`src/mlcd_pkg.sv`:
```
// Shared types, constants and helper functions for the multiplexed LCD segment driver.
package mlcd_pkg;

  // Field widths of one input item and one result item.
  localparam int FuncW   = 3;
  localparam int DigitW  = 8;
  localparam int NumW    = 16;
  localparam int ModeW   = 2;
  localparam int ComW    = 3;
  localparam int SegW    = 12;
  localparam int NumDig  = 4;
  localparam int CfgW    = 8;
  localparam int InDataW  = 56;
  localparam int OutDataW = 16;
  localparam logic [CfgW-1:0] ScanIntervalRst = 8'd5;

  // Reciprocal constants for division by powers of ten.
  localparam logic [16:0] RecipTenK  = 17'd107375;  // shift 30, valid below 65536
  localparam logic [14:0] RecipThou  = 15'd16778;   // shift 24, valid below 10000
  localparam logic [13:0] RecipHund  = 14'd10486;   // shift 20, valid below 10000
  localparam logic [13:0] RecipTen   = 14'd13108;   // shift 17, valid below 10000
  localparam logic [13:0] TenK       = 14'd10000;

  // Command codes carried in tuser.
  typedef enum logic [FuncW-1:0] {
    FUNC_TICK    = 3'd0,
    FUNC_LOAD    = 3'd1,
    FUNC_NUMBER  = 3'd2,
    FUNC_BATTERY = 3'd3,
    FUNC_PLAY    = 3'd4,
    FUNC_COLON   = 3'd5,
    FUNC_CLEAR   = 3'd6
  } func_e;

  // Icon modes for the play mark and the colon.
  localparam logic [ModeW-1:0] IconOff = 2'd0;
  localparam logic [ModeW-1:0] IconOn  = 2'd1;

  // Decimal digits, most significant first.
  typedef struct packed {
    logic [3:0] d3;
    logic [3:0] d2;
    logic [3:0] d1;
    logic [3:0] d0;
  } bcd_t;

  typedef logic [NumDig-1:0][DigitW-1:0] digits_t;
  typedef logic [2:0][SegW-1:0] rows_t;

  // Seven-segment font, hex capable.
  function automatic logic [DigitW-1:0] mlcd_font(input logic [3:0] val);
    logic [DigitW-1:0] seg;
    case (val)
      4'h0: seg = 8'h3F;
      4'h1: seg = 8'h06;
      4'h2: seg = 8'h5B;
      4'h3: seg = 8'h4F;
      4'h4: seg = 8'h66;
      4'h5: seg = 8'h6D;
      4'h6: seg = 8'h7D;
      4'h7: seg = 8'h07;
      4'h8: seg = 8'h7F;
      4'h9: seg = 8'h67;
      4'hA: seg = 8'h77;
      4'hB: seg = 8'h7C;
      4'hC: seg = 8'h58;
      4'hD: seg = 8'h5E;
      4'hE: seg = 8'h79;
      default: seg = 8'h71;
    endcase
    return seg;
  endfunction

  // Remap the digit bytes onto the three COM row patterns.
  function automatic rows_t mlcd_rows(input digits_t dig);
    rows_t r;
    r = '0;
    for (int i = 0; i < NumDig; i++) begin
      r[0][3*i+1] = dig[i][0];
      r[0][3*i+2] = dig[i][1];
      r[1][3*i+2] = dig[i][2];
      r[2][3*i+1] = dig[i][3];
      r[1][3*i]   = dig[i][4];
      r[0][3*i]   = dig[i][5];
      r[1][3*i+1] = dig[i][6];
    end
    // Icons: play, battery ends, battery middle, colon.
    r[2][9] = dig[0][7];
    r[2][0] = dig[1][7];
    r[2][2] = dig[2][7];
    r[2][5] = dig[3][7];
    return r;
  endfunction

endpackage

```
`src/mlcd_bcd.sv`:
```
// Two-stage binary to decimal converter for the number command.
module mlcd_bcd (
  input  logic                     clk_i,
  input  logic                     en_i,
  input  logic [mlcd_pkg::NumW-1:0] number_i,
  output mlcd_pkg::bcd_t           digits_o
);
  import mlcd_pkg::*;

  logic [32:0] prod_tenk;
  logic [NumW-1:0] num_a_q;
  logic [2:0]      q4_a_q;
  logic [NumW-1:0] rem_full;
  logic [13:0]     rem;
  logic [28:0]     prod_thou;
  logic [27:0]     prod_hund;
  logic [27:0]     prod_ten;
  logic [13:0]     rem_b_q;
  logic [3:0]      q1000_b_q;
  logic [6:0]      q100_b_q;
  logic [9:0]      q10_b_q;
  logic [6:0]      d2_full;
  logic [9:0]      d1_full;
  logic [13:0]     d0_full;

  // Stage A: quotient by ten thousand through the reciprocal.
  assign prod_tenk = 33'(number_i) * 33'(RecipTenK);

  always_ff @(posedge clk_i) begin
    if (en_i) begin
      num_a_q <= number_i;
      q4_a_q  <= prod_tenk[32:30];
    end
  end

  // Stage B: remainder below ten thousand, then its quotients by 1000, 100 and 10.
  assign rem_full  = num_a_q - 16'(17'(q4_a_q) * 17'(TenK));
  assign rem       = rem_full[13:0];
  assign prod_thou = 29'(rem) * 29'(RecipThou);
  assign prod_hund = 28'(rem) * 28'(RecipHund);
  assign prod_ten  = 28'(rem) * 28'(RecipTen);

  always_ff @(posedge clk_i) begin
    if (en_i) begin
      rem_b_q   <= rem;
      q1000_b_q <= prod_thou[27:24];
      q100_b_q  <= prod_hund[26:20];
      q10_b_q   <= prod_ten[26:17];
    end
  end

  // Each digit is a quotient less ten times the next coarser quotient.
  assign d2_full = q100_b_q - 7'(q1000_b_q * 7'd10);
  assign d1_full = q10_b_q - 10'(q100_b_q * 10'd10);
  assign d0_full = rem_b_q - 14'(q10_b_q * 14'd10);

  assign digits_o.d3 = q1000_b_q;
  assign digits_o.d2 = d2_full[3:0];
  assign digits_o.d1 = d1_full[3:0];
  assign digits_o.d0 = d0_full[3:0];

endmodule

```
`src/multiplexed_lcd_segment_driver_top.sv`:
```
// Top level of the multiplexed LCD segment driver: command pipeline, scan state and output stage.
// Each item passes the input register, two decimal conversion stages and the output register.
// Throughput: one item per cycle while the skid register is empty; the three-stage pipeline
// and a one-entry skid register keep tready high while one result waits in the output register.
// Reset (asynchronous, active low) clears digits, rows and tick count, sets first half,
// releases all COM lines to high impedance and drives every SEG high; scan interval is 5.
module multiplexed_lcd_segment_driver_top (
  input  logic                         clk_i,
  input  logic                         rst_ni,
  input  logic                         cfg_we_i,
  input  logic [mlcd_pkg::CfgW-1:0]    cfg_wdata_i,
  input  logic                         s_axis_tvalid,
  output logic                         s_axis_tready,
  // digit_zero[7:0], digit_one[15:8], digit_two[23:16], digit_three[31:24],
  // number[47:32], mode[49:48], zero fill[55:50]
  input  logic [mlcd_pkg::InDataW-1:0] s_axis_tdata,
  // func[2:0]
  input  logic [mlcd_pkg::FuncW-1:0]   s_axis_tuser,
  output logic                         m_axis_tvalid,
  input  logic                         m_axis_tready,
  // com_enable[2:0], com_level[3], seg_levels[15:4]
  output logic [mlcd_pkg::OutDataW-1:0] m_axis_tdata
);
  import mlcd_pkg::*;

  typedef struct packed {
    func_e      func;
    digits_t    digits;
    logic [ModeW-1:0] mode;
  } item_t;

  logic                 adv;
  logic                 s_fire;
  logic                 res_fire;
  logic                 m_fire;
  logic [CfgW-1:0]      scan_interval_q;
  logic                 s1_valid_q, s2_valid_q, s3_valid_q;
  item_t                s1_item_q, s2_item_q, s3_item_q;
  item_t                in_item;
  logic [NumW-1:0]      s1_number_q;
  bcd_t                 bcd;
  digits_t              digit_q, digit_d;
  rows_t                rows_q;
  logic [CfgW-1:0]      tick_q, tick_d;
  logic [1:0]           com_q, com_d;
  logic                 first_q, first_d;
  logic [ComW-1:0]      com_en_q, com_en_d;
  logic                 com_lvl_q, com_lvl_d;
  logic [SegW-1:0]      seg_q, seg_d;
  logic                 step;
  logic [1:0]           cur;
  logic [SegW-1:0]      row;
  logic [OutDataW-1:0]  result;
  logic                 out_valid_q, skid_valid_q;
  logic [OutDataW-1:0]  out_q, skid_q;

  // The whole pipeline moves unless the skid register is holding a result.
  assign adv           = !skid_valid_q;
  assign s_axis_tready = adv;
  assign s_fire        = s_axis_tvalid && adv;
  assign res_fire      = adv && s3_valid_q;
  assign m_fire        = out_valid_q && m_axis_tready;

  // Configuration register.
  always_ff @(posedge clk_i or negedge rst_ni) begin
    if (!rst_ni) begin
      scan_interval_q <= ScanIntervalRst;
    end else if (cfg_we_i) begin
      scan_interval_q <= cfg_wdata_i;
    end
  end

  // Unpack the incoming transfer.
  assign in_item.func   = func_e'(s_axis_tuser);
  assign in_item.digits = s_axis_tdata[31:0];
  assign in_item.mode   = s_axis_tdata[49:48];

  // Valid bits of the three pipeline stages.
  always_ff @(posedge clk_i or negedge rst_ni) begin
    if (!rst_ni) begin
      s1_valid_q <= 1'b0;
      s2_valid_q <= 1'b0;
      s3_valid_q <= 1'b0;
    end else if (adv) begin
      s1_valid_q <= s_fire;
      s2_valid_q <= s1_valid_q;
      s3_valid_q <= s2_valid_q;
    end
  end

  // Item payload travels alongside the decimal conversion.
  always_ff @(posedge clk_i) begin
    if (adv) begin
      s1_item_q   <= in_item;
      s1_number_q <= s_axis_tdata[47:32];
      s2_item_q   <= s1_item_q;
      s3_item_q   <= s2_item_q;
    end
  end

  mlcd_bcd u_bcd (
    .clk_i    (clk_i),
    .en_i     (adv),
    .number_i (s1_number_q),
    .digits_o (bcd)
  );

  // Command decode and scan step for the item in the last stage.
  always_comb begin
    digit_d   = digit_q;
    tick_d    = tick_q;
    com_d     = com_q;
    first_d   = first_q;
    com_en_d  = com_en_q;
    com_lvl_d = com_lvl_q;
    seg_d     = seg_q;
    step      = 1'b0;
    cur       = (com_q > 2'd2) ? 2'd0 : com_q;
    row       = rows_q[cur];
    case (s3_item_q.func)
      FUNC_TICK: begin
        if ({1'b0, tick_q} + 9'd1 > {1'b0, scan_interval_q}) begin
          tick_d = '0;
          step   = 1'b1;
        end else begin
          tick_d = tick_q + 8'd1;
        end
      end
      FUNC_LOAD: begin
        digit_d = s3_item_q.digits;
      end
      FUNC_NUMBER: begin
        digit_d[0] = mlcd_font(bcd.d3);
        digit_d[1] = mlcd_font(bcd.d2);
        digit_d[2] = mlcd_font(bcd.d1);
        digit_d[3] = mlcd_font(bcd.d0);
      end
      FUNC_BATTERY: begin
        digit_d[2][7] = s3_item_q.mode[0];
        digit_d[1][7] = s3_item_q.mode[1];
      end
      FUNC_PLAY: begin
        if (s3_item_q.mode == IconOff) begin
          digit_d[0][7] = 1'b0;
        end else if (s3_item_q.mode == IconOn) begin
          digit_d[0][7] = 1'b1;
        end
      end
      FUNC_COLON: begin
        if (s3_item_q.mode == IconOff) begin
          digit_d[3][7] = 1'b0;
        end else if (s3_item_q.mode == IconOn) begin
          digit_d[3][7] = 1'b1;
        end
      end
      FUNC_CLEAR: begin
        digit_d = '0;
      end
      default: begin
      end
    endcase
    // Half-slot scan: row bits with COM low, then inverted bits with COM high.
    if (step) begin
      com_en_d = ComW'(3'b001 << cur);
      if (first_q) begin
        seg_d     = row;
        com_lvl_d = 1'b0;
        first_d   = 1'b0;
        com_d     = cur;
      end else begin
        seg_d     = ~row;
        com_lvl_d = 1'b1;
        first_d   = 1'b1;
        com_d     = (cur == 2'd2) ? 2'd0 : cur + 2'd1;
      end
    end
  end

  assign result = {seg_d, com_lvl_d, com_en_d};

  // Display and scan state.
  always_ff @(posedge clk_i or negedge rst_ni) begin
    if (!rst_ni) begin
      digit_q   <= '0;
      rows_q    <= '0;
      tick_q    <= '0;
      com_q     <= '0;
      first_q   <= 1'b1;
      com_en_q  <= '0;
      com_lvl_q <= 1'b0;
      seg_q     <= '1;
    end else if (res_fire) begin
      digit_q   <= digit_d;
      rows_q    <= mlcd_rows(digit_d);
      tick_q    <= tick_d;
      com_q     <= com_d;
      first_q   <= first_d;
      com_en_q  <= com_en_d;
      com_lvl_q <= com_lvl_d;
      seg_q     <= seg_d;
    end
  end

  // Output register and skid register valid bits.
  always_ff @(posedge clk_i or negedge rst_ni) begin
    if (!rst_ni) begin
      out_valid_q  <= 1'b0;
      skid_valid_q <= 1'b0;
    end else if (m_fire) begin
      if (skid_valid_q) begin
        skid_valid_q <= 1'b0;
      end else begin
        out_valid_q <= res_fire;
      end
    end else if (res_fire) begin
      if (!out_valid_q) begin
        out_valid_q <= 1'b1;
      end else begin
        skid_valid_q <= 1'b1;
      end
    end
  end

  // Output and skid payload.
  always_ff @(posedge clk_i) begin
    if (m_fire) begin
      if (skid_valid_q) begin
        out_q <= skid_q;
      end else if (res_fire) begin
        out_q <= result;
      end
    end else if (res_fire) begin
      if (!out_valid_q) begin
        out_q <= result;
      end else begin
        skid_q <= result;
      end
    end
  end

  assign m_axis_tvalid = out_valid_q;
  assign m_axis_tdata  = out_q;

  // At most one COM line is driven at any time.
  a_com_onehot: assert property (@(posedge clk_i) disable iff (!rst_ni)
    $onehot0(com_en_q))
    else $error("more than one COM line driven");

  // In the middle of a slot the driven COM is the one being scanned.
  a_com_slot: assert property (@(posedge clk_i) disable iff (!rst_ni)
    !first_q |-> (com_en_q == ComW'(3'b001 << com_q)))
    else $error("driven COM does not match scan position");

  // The COM index never reaches the unused code.
  a_com_range: assert property (@(posedge clk_i) disable iff (!rst_ni)
    com_q != 2'd3)
    else $error("COM index out of range");

  // The skid register only fills behind a stalled output register.
  a_skid_fill: assert property (@(posedge clk_i) disable iff (!rst_ni)
    $rose(skid_valid_q) |-> $past(out_valid_q && !m_axis_tready))
    else $error("skid register filled without a stall");

  // A held skid entry always has an occupied output register in front.
  a_skid_order: assert property (@(posedge clk_i) disable iff (!rst_ni)
    skid_valid_q |-> out_valid_q)
    else $error("skid register valid with empty output register");

endmodule

```
`config.mk`:
```
export PLATFORM = sky130hd
export DESIGN_NAME = multiplexed_lcd_segment_driver_top
export DESIGN_NICKNAME = d
export VERILOG_FILES = /design/src/mlcd_pkg.sv /design/src/mlcd_bcd.sv /design/src/multiplexed_lcd_segment_driver_top.sv
export SDC_FILE = /design/constraint.sdc
export NUM_CORES = 1
export LEC_CHECK = 0
export ABC_AREA = 1
export BUFFER_PORTS_ARGS = -buffer_cell sky130_fd_sc_hd__buf_2
export CAP_MARGIN = 20
export CELL_PAD_IN_SITES_DETAIL_PLACEMENT = 2
export CELL_PAD_IN_SITES_GLOBAL_PLACEMENT = 2
export CORE_ASPECT_RATIO = 2
export CORE_MARGIN = 3
export CORE_UTILIZATION = 45
export DETAILED_ROUTE_END_ITERATION = 8
export PLACE_DENSITY_LB_ADDON = 0.1
export SYNTH_ARGS = -nofsm -noshare
export SYNTH_HDL_FRONTEND = slang
export SYNTH_HIERARCHICAL = 1
export SYNTH_SLANG_ARGS = --single-unit
```
`constraint.sdc`:
```
create_clock -name clk_i -period 17.5 [get_ports clk_i]
set_clock_uncertainty 0.15 [all_clocks]
set_input_delay 3.5 -clock clk_i [delete_from_list [all_inputs] [get_ports clk_i]]
set_output_delay 3.5 -clock clk_i [all_outputs]
set_load 0.005 [all_outputs]
```
**Word level (Yosys, flattened, before mapping)**

Memories as Yosys holds them, arrays and structs flattened. A register that Yosys moved wholly into a read port is not among the register bits.
Index checks and enable logic that the tools add are counted.

- Flip-flop bits (word level): 305
- Memory bits (read-only): 448
- Input bits: 72
- Memories kept: 4

- Add/subtract/negate cells: 7
- $mul: 8
- $lt $le $gt $ge: 3
- Equal/unequal tests: 10
- Shifts and indexed selects: 1
- Multiplexer cells: 37
- Bitwise operators: 2
- Reductions and logical operators: 15

Memory list:

| name | depth | bits a word | rd ports | clocked after memory_dff | wr ports | RTL line | text |
|---|---|---|---|---|---|---|---|
| (no name shown) | 16 | 7 | 1 | 1 | 0 | mlcd_pkg.sv:53 | `case (val)` |
| (no name shown) | 16 | 7 | 1 | 0 | 0 | mlcd_pkg.sv:53 |  |
| (no name shown) | 16 | 7 | 1 | 0 | 0 | mlcd_pkg.sv:53 |  |
| (no name shown) | 16 | 7 | 1 | 0 | 0 | mlcd_pkg.sv:53 |  |

Operator list:

| kind | count |
|---|---|
| $pmux 7 s3 | 4 |
| $mux 16 | 5 |
| $mux 12 | 3 |
| $mul 16x17->33 const B | 1 |
| $mul 14x14->27 const B | 1 |
| $mul 14x13->26 const B | 1 |
| $mul 14x12->25 const B | 1 |
| $bmux 12 s2 | 1 |
| $pmux 1 s4 | 4 |
| $mux 1 | 14 |
| $sub 14x14->14 | 1 |
| $not 12->12 | 1 |
| $sub 4x4->4 | 3 |
| $mul 10x3->3 const B | 1 |
| $mul 3x10->10 const B | 1 |
| $add 8x1->9 const B | 1 |
| $eq 3x3->1 const B | 3 |
| $gt 9x8->1 | 1 |
| $add 8x1->8 const B | 1 |
| $mux 8 | 1 |
| $reduce_and 2->1 | 4 |
| $mul 7x3->3 const B | 1 |
| $eq 3x2->1 const B | 2 |
| $mux 2 | 3 |
| 18 further kinds | 24 |

**Logic depth before layout (Yosys ltp)**

Gate-level depths: netlist of run 1.

- Word-level depth: 10
- Gate-level depth with buffers: 34
- Depth with buffers taken out: 34

**Cells and area by module**

Netlist of run 1, hierarchy kept.

Modules (own cells, without submodules):

| module | instances | cells an instance | area each (um2) | seq. area each (um2) |
|---|---|---|---|---|
| mlcd_bcd | 1 | 1686 | 14690.3 | 991.0 |
| multiplexed_lcd_segment_driver_top | 1 | 910 | 10146.0 | 6595.1 |

**Least setup slack after synthesis of run 1**

No wires, ideal clock.

- Path type: register -> register
- Start: reg u_bcd.q4_a_q[0]
- End: reg u_bcd.q100_b_q[2], data pin
- Data arrival time: 6225 ps
- Data required time: 17096 ps
- Slack: 10871 ps
- Cell stages (with the launch flop): 31
- Path buffers: 0
- Clock period less this slack: 6629 ps
- Path through: edfxtp_1 inv_1 fa_1 inv_1 ha_1 fa_1 inv_1 ha_1 nand2_1 inv_1 nand3_1 nand3_1 nand2_1 nand2_2 inv_1 fa_1 inv_1 ha_1 fa_1 fa_1 inv_1 fa_1 inv_1 ha_1 nand2_1 inv_1 nand3_1 nor3_1 nand4_1 nand4_1 nand2_1

- Word-level cells in the longest chain between the ends: 3

Ends and longest elaborated chain:

| element | RTL line | text |
|---|---|---|
| start: declaration | mlcd_bcd.sv:12 | `logic [2:0] q4_a_q;` |
| start signal: assignment | mlcd_bcd.sv:32 | `q4_a_q <= prod_tenk[32:30];` |
| $mul 3x10->10 | mlcd_bcd.sv:37 | `assign rem_full = num_a_q - 16'(17'(q4_a_q) * 17'(TenK));` |
| $sub 14x14->14 | mlcd_bcd.sv:37 |  |
| $mul 14x13->26 | mlcd_bcd.sv:40 | `assign prod_hund = 28'(rem) * 28'(RecipHund);` |
| via u_bcd.prod_hund[22] | mlcd_bcd.sv:16 | `logic [27:0] prod_hund;` |
| end signal: assignment | mlcd_bcd.sv:47 | `q100_b_q <= prod_hund[26:20];` |
| end: declaration | mlcd_bcd.sv:20 | `logic [6:0] q100_b_q;` |

The timed path passes the listed nets, and every way through them passes these cells.
A chain may end at the register's enable or synchronous reset.

**Worst setup path in the final report of run 1**

Same ends and word-level chain as after synthesis.

==> impl_results.md, run 1 <==
* Levels on crit path at 30
* Die Wd at around 170 µm
* Initial antenna violation count at 1
* Leading cell type in the layout, fill and taps excluded: inv_1
* IO Port Bufs at 83
* Critical path arrival at about 8000 ps
* Top Ports at 90
* Clock Latency Late Sink at 580 ps
* # clock sinks at ~260
* Reg2reg path depth at 30
* Fmax at 128 MHz
* Top cell by count, worst path: inv_1
* Crit path buf inv count at 9
* Placer Congestion at 0.875
* Initial Util at 0.456
* DRC Markers at 0
* Crit path capture type: register
* Worst path max stage delay at between 500 and 600 ps
* Slew Viols, Final at 0
* Core area at 54500 µm²
* Largest net degree at the start of global routing at 86
* Hold path depth at 0
* CTS Buf Count at 27
* Top_reg_cell synth: edfxtp_1
* Slowest-stage cell, CP: fa_1
* Top cells by area, synth: edfxtp_1 23%, ha_1 19%, fa_1 19%
* Unrepaired setup endpoints after global routing: no
* ANT nets after route at 0
* Final setup TNS at 0 ps
* Vias per inst at 5.42
* Worst Tran Pin Value at between 1000 and 1500 ps
* Top-area cell type share of the netlist area at 0.232
* Area grow syn2layout at 8.64%
* GR Overflow Total at 0
* Post-CTS setup buffers at 0
* CTS tree: built
* Final #Nets at 3378
* Worst Path Required at about 18000 ps
* Top delay family on crit path: adder cells
* EDFF count, synth at 192
* Register area share after synthesis at 0.305
* Slew margin rel. at 0.285
* HPWL after detailed placement at 67300 µm
* Tcrit/Tclk final at 0.445
* Vias at 18400
* HP Class: register to register
* # Max-Cap Violations at 0
* Setup violators final at 0
* Rows at 121
* Die H at 338 µm
* CTS Hold Bufs at 0
* Critical path class: register to register
* Initial drt markers at ~740
* Antenna Cells at 0
* Synth Instances at 2596
* Gr usage total at 0.283
* Max Root-Sink Buffers at 3
* Die Footprint at just under 60000 µm²
* Commonest cells after routing, fill and taps aside: 604 x inv_1, 457 x nand2_1, 382 x ha_1
* Fin. Hold Viols at 0
* Syn Std Cell Area at 24800 µm²
* Cell taking the most area after synthesis: edfxtp_1
* Syn Area/Cell at 9.57 µm²
* Vias in the first global route at 22700
* First-pass GRT wire length at 126000 µm
* FFs w/ async S/R, synth at 0.273
* Post-cts sizing count at 0
* Share of layout cells above drive strength 1 at 0.0831
* Detailed Routing Iterations Pass 1 at 6
* Crit Path Max Fanout at 13
* Count of cell types in the netlist at 50
* Clock Pin Slew Worst Setup and Hold Paths at 70 ps
* Final Critical Period at 7790 ps
* WL/cell at 23.5 µm
* Startpoint types: register
* Status: completed
* Yosys reg bits at 264
* Mapped Nets at 3286
* Root Buffer: clkbuf_16
* Htree depth at 1
* Final wirelength at 79600 µm
* Synth Warn # at 6
-- layer usage --
metal	GRT usage	part of all wire	vias to the layer above
li1	-	-	8468
met1	0.253	0.31	9316
met2	0.589	0.60	335
met3	0.0249	0.019	235
met4	0.152	0.068	2
met5	0	0.00016	-
-- final timing paths --
kind / startpoint / to / slack (ps)
max: u_bcd/q4_a_q[0] / u_bcd/q100_b_q[2] / 9710
min: s1_item_q[1] / s2_item_q[1] / 270
max reg2reg: u_bcd/q4_a_q[0] / u_bcd/q100_b_q[2] / 9710
min reg2reg: s1_item_q[1] / s2_item_q[1] / 270
max in group asynchronous: rst_ni / asynchronous set/reset pin / 13470
min in group asynchronous: rst_ni / scan_interval_q[4] / 2630
-- cells by family after synthesis --
logic type               after synthesis  share of synthesized area
XOR/XNOR                              38                     0.0134
AO/OA/AOI/OAI                        266                     0.0622
buffers and inverters                646                      0.100
flip-flops                           264                      0.305
multiplexers                           1                   0.000453
adder cells (fa/ha/maj)              618                      0.383
AND/OR/NAND/NOR                      763                      0.135
-- metrics by stage --
step | std cells | util | hold WS, ps | setup slack, ps | instance area [µm²]
6_report | 3385 | 0.495 | 269 | 9710 | 27000
5_1_grt | 3385 | 0.495 | 281 | 9230 | 27000
4_1_cts | 3385 | 0.495 | 271 | 9670 | 27000
3_5_place_dp | 3335 | 0.478 | 256 | 9790 | 26000
3_3_place_gp | 3335 | 0.478 | 251 | 9940 | 26000
2_1_floorplan | 2596 | - | 250 | 10870 | 24800
-- synth_stat cells (3+ instances only) --
master and number:
o21bai_1 5, nor3_1 17, nand2_1 458, a21oi_1 117, or2_2 23, fa_1 236
a22oi_1 23, nand3_1 100, and2_1 4, o311ai_0 5, nand2_4 4, o21ai_0 54
dfstp_2 15, buf_4 5, nand3b_1 3, a21o_1 8, o22ai_1 3, edfxtp_1 192
xnor2_1 20, nand4_1 30, nand3_2 5, ha_1 382, xor2_1 18, a21boi_0 3
nand2_2 13, clkbuf_1 9, nor2_4 3, dfrtp_1 57, nand4_2 4, inv_1 604
o21a_1 6, buf_2 13, inv_2 8, o21ai_1 6, nor2_1 92, a31oi_1 14
buf_6 4, o211ai_1 12, o31ai_1 5
-- area by class of cell --
class                   instances  area (µm²)
fillers                      5788       27500
multi-input cells            1686       14800
flip-flops and latches        264        7590
inverters                     613        2310
well taps                     676         846
clock buffers                  39         805
repair buffers                 96         515
clock inverters                11         153
Power of run 1 is left out: the tool's default activity adds up to more than one toggle a clock period on the data nets, which glitch-free logic cannot reach.
==> inputs of run 2 (changes only) <==
--- a/config.mk
+++ b/config.mk
@@ -12,7 +12,7 @@
 export CELL_PAD_IN_SITES_GLOBAL_PLACEMENT = 2
 export CORE_ASPECT_RATIO = 2
 export CORE_MARGIN = 3
-export CORE_UTILIZATION = 45
+export CORE_UTILIZATION = 38
 export DETAILED_ROUTE_END_ITERATION = 8
 export PLACE_DENSITY_LB_ADDON = 0.1
 export SYNTH_ARGS = -nofsm -noshare
==> constraint.sdc (replaced) <==
create_clock -name clk_i -period 6.48 [get_ports clk_i]
set_clock_uncertainty 0.15 [all_clocks]
set_input_delay 1.296 -clock clk_i [delete_from_list [all_inputs] [get_ports clk_i]]
set_output_delay 1.296 -clock clk_i [all_outputs]
set_load 0.005 [all_outputs]
==> run 2 against run 1 <==
Compared with the run above: the flow now finishes with violations (setup timing); worst hold slack better by 1.2 ps; global-route usage is 4.9 points lower; die area is 18% higher; highest routed layer is now met4; via count is 1.2% higher; critical endpoint unchanged; largest cell class unchanged.
==> impl_results.md, run 2 (synthesis gave the netlist of run 1 again) <==
* Clock Latency Late Sink at approximately 600 ps
* Antenna Cells at 0
* Worst setup path endpoint: u_bcd/q100_b_q[2]
* Final setup TNS at -494 ps
* Slowest-stage cell, CP: fa_2
* Detailed Routing Iterations Pass 1 at 4
* Fin. Hold Viols at 0
* Met2 GRT Util at 0.511
* Startpoint types: register
* Initial Util at 0.384
* Fillers at 7053
* Failing checks: setup timing
* CTS tree: built
* Final wirelength at roughly 81000 µm
* Area grow syn2layout at 16.1%
* Slew margin rel. at 0.310
* Setup slack at placement at -645 ps
* Root Buffer: clkbuf_16
* Crit path buf inv count at 7
* CTS Hold Bufs at 0
* GRT busiest layer: met2
* Leading cell type in the layout, fill and taps excluded: inv_1
* Levels on crit path at 26
* Worst reg2reg path startpoint: u_bcd/q4_a_q[2]
* CTS Buf Count at 29
* Final Critical Period at just under 7000 ps
* # Max-Cap Violations at 0
* Htree depth at 1
* Unrepaired setup endpoints after global routing: yes
* Vias at 18600
* Register-to-Register Setup Slack at -250 ps
* GR Overflow Total at 0
* Initial antenna violation count at 1
* Placer Congestion at 0.916
* Critical path arrival at 6920 ps
* Finished Cell Area at between 20000 and 30000 µm²
* Fmax at around 150 MHz
* Slew Viols, Final at 0
* Worst Path Required at 6670 ps
* # clock sinks at 264
* Largest net degree at the start of global routing at 89
* Worst Tran Pin Value at between 1000 and 1500 ps
* Critical path class: register to register
* WL/cell at 22.1 µm
* Clock Pin Slew Worst Setup and Hold Paths at 60 ps
* Top delay family on crit path: adder cells
* HP Class: register to register
* Final #Nets at roughly 3500
* Vias in the first global route at roughly 23000
* Gr usage total at 0.235
* R2r endpoint: u_bcd/q100_b_q[2]
* Reg2reg path depth at 26
* Met1 Use GR at 0.204
* First-pass GRT wire length at 125000 µm
* Top cell by count, worst path: inv_2
* Core area at 64700 µm²
* Vias per inst at 5.06
* Worst path max stage delay at 590 ps
* Top Ports at 90
* Setup violators final at 4
* Status: finished with violations
* DRC Markers at 0
* DP Area at 26800 µm²
* Share of layout cells above drive strength 1 at 0.162
* IO Port Bufs at a little over 80
* Initial drt markers at roughly 530
* Crit path capture type: register
* Tcrit/Tclk final at 1.04
* Die Wd at 187 µm
* ANT nets after route at 0
* Rows at 132
* Die Footprint at 68600 µm²
* Crit Path Max Fanout at 4
* GRT met3 Usage at 0.0168
* Die H at 368 µm
* Setup ws final at -250 ps
* Worst Setup SP: u_bcd/q4_a_q[2]
* Commonest cells after routing, fill and taps aside: 583 x inv_1, 429 x nand2_1, 343 x ha_1
* HPWL after detailed placement at ~67000 µm
* Max Root-Sink Buffers at 3
## run 2: cell types whose count changed in the layout (fill, tap and decap cells not counted), moves of 17 or more
cell	previous run	this run
buf_4	14	93
ha_1	382	343
inv_1	604	583
nand2_1	457	429
nand2_2	14	31
ha_4	0	35
## run 2: final cells by class
type                            count  area, µm²  share of cell area
Inverter                          613       2320              0.0805
Sequential cell                   264       7590               0.263
Clock inverter                     19        153             0.00530
Tap cell                          871       1090              0.0378
Multi-Input combinational cell   1686      15700               0.543
Timing Repair Buffer              185       1250              0.0432
Clock buffer                       34        764              0.0265
## run 2: what timing repair did
action / in CTS / in global routing
buffers inserted: 12 / 6
pin swaps: 57 / 31
endpoints found under the setup margin: 11 / 11
gates resized for setup: 97 / 90
cloned: 0 / 0
## run 2: routing by layer
layer / vias to the layer above / wire length [µm]
met3: 189 / 1360
met1: 9468 / 24900
met2: 275 / 49500
met5: - / 0
li1: 8652 / -
met4: 0 / 5230
## run 2: worst min path at each step
stage                        from       endpoint  slack, ps  cells past startpoint
finish              s1_item_q[33]  s2_item_q[33]        270                      0
global route         s1_item_q[4]   s2_item_q[4]        280                      0
CTS                 s1_item_q[33]  s2_item_q[33]        270                      0
detailed placement  s1_item_q[33]  s2_item_q[33]        260                      0
global placement    s1_item_q[32]  s2_item_q[32]        250                      0
floorplan            s1_item_q[0]   s2_item_q[0]        250                      0
## run 2: per-stage QoR
step / hold WS (ps) / instances / utilization
after floorplan: 250 / 2596 / -
after global placement: 252 / 3602 / 0.414
after detailed placement: 256 / 3602 / 0.414
after CTS: 272 / 3667 / 0.438
after global routing: 282 / 3672 / 0.445
final: 270 / 3672 / 0.445
Power of run 2 is left out for the same reason.
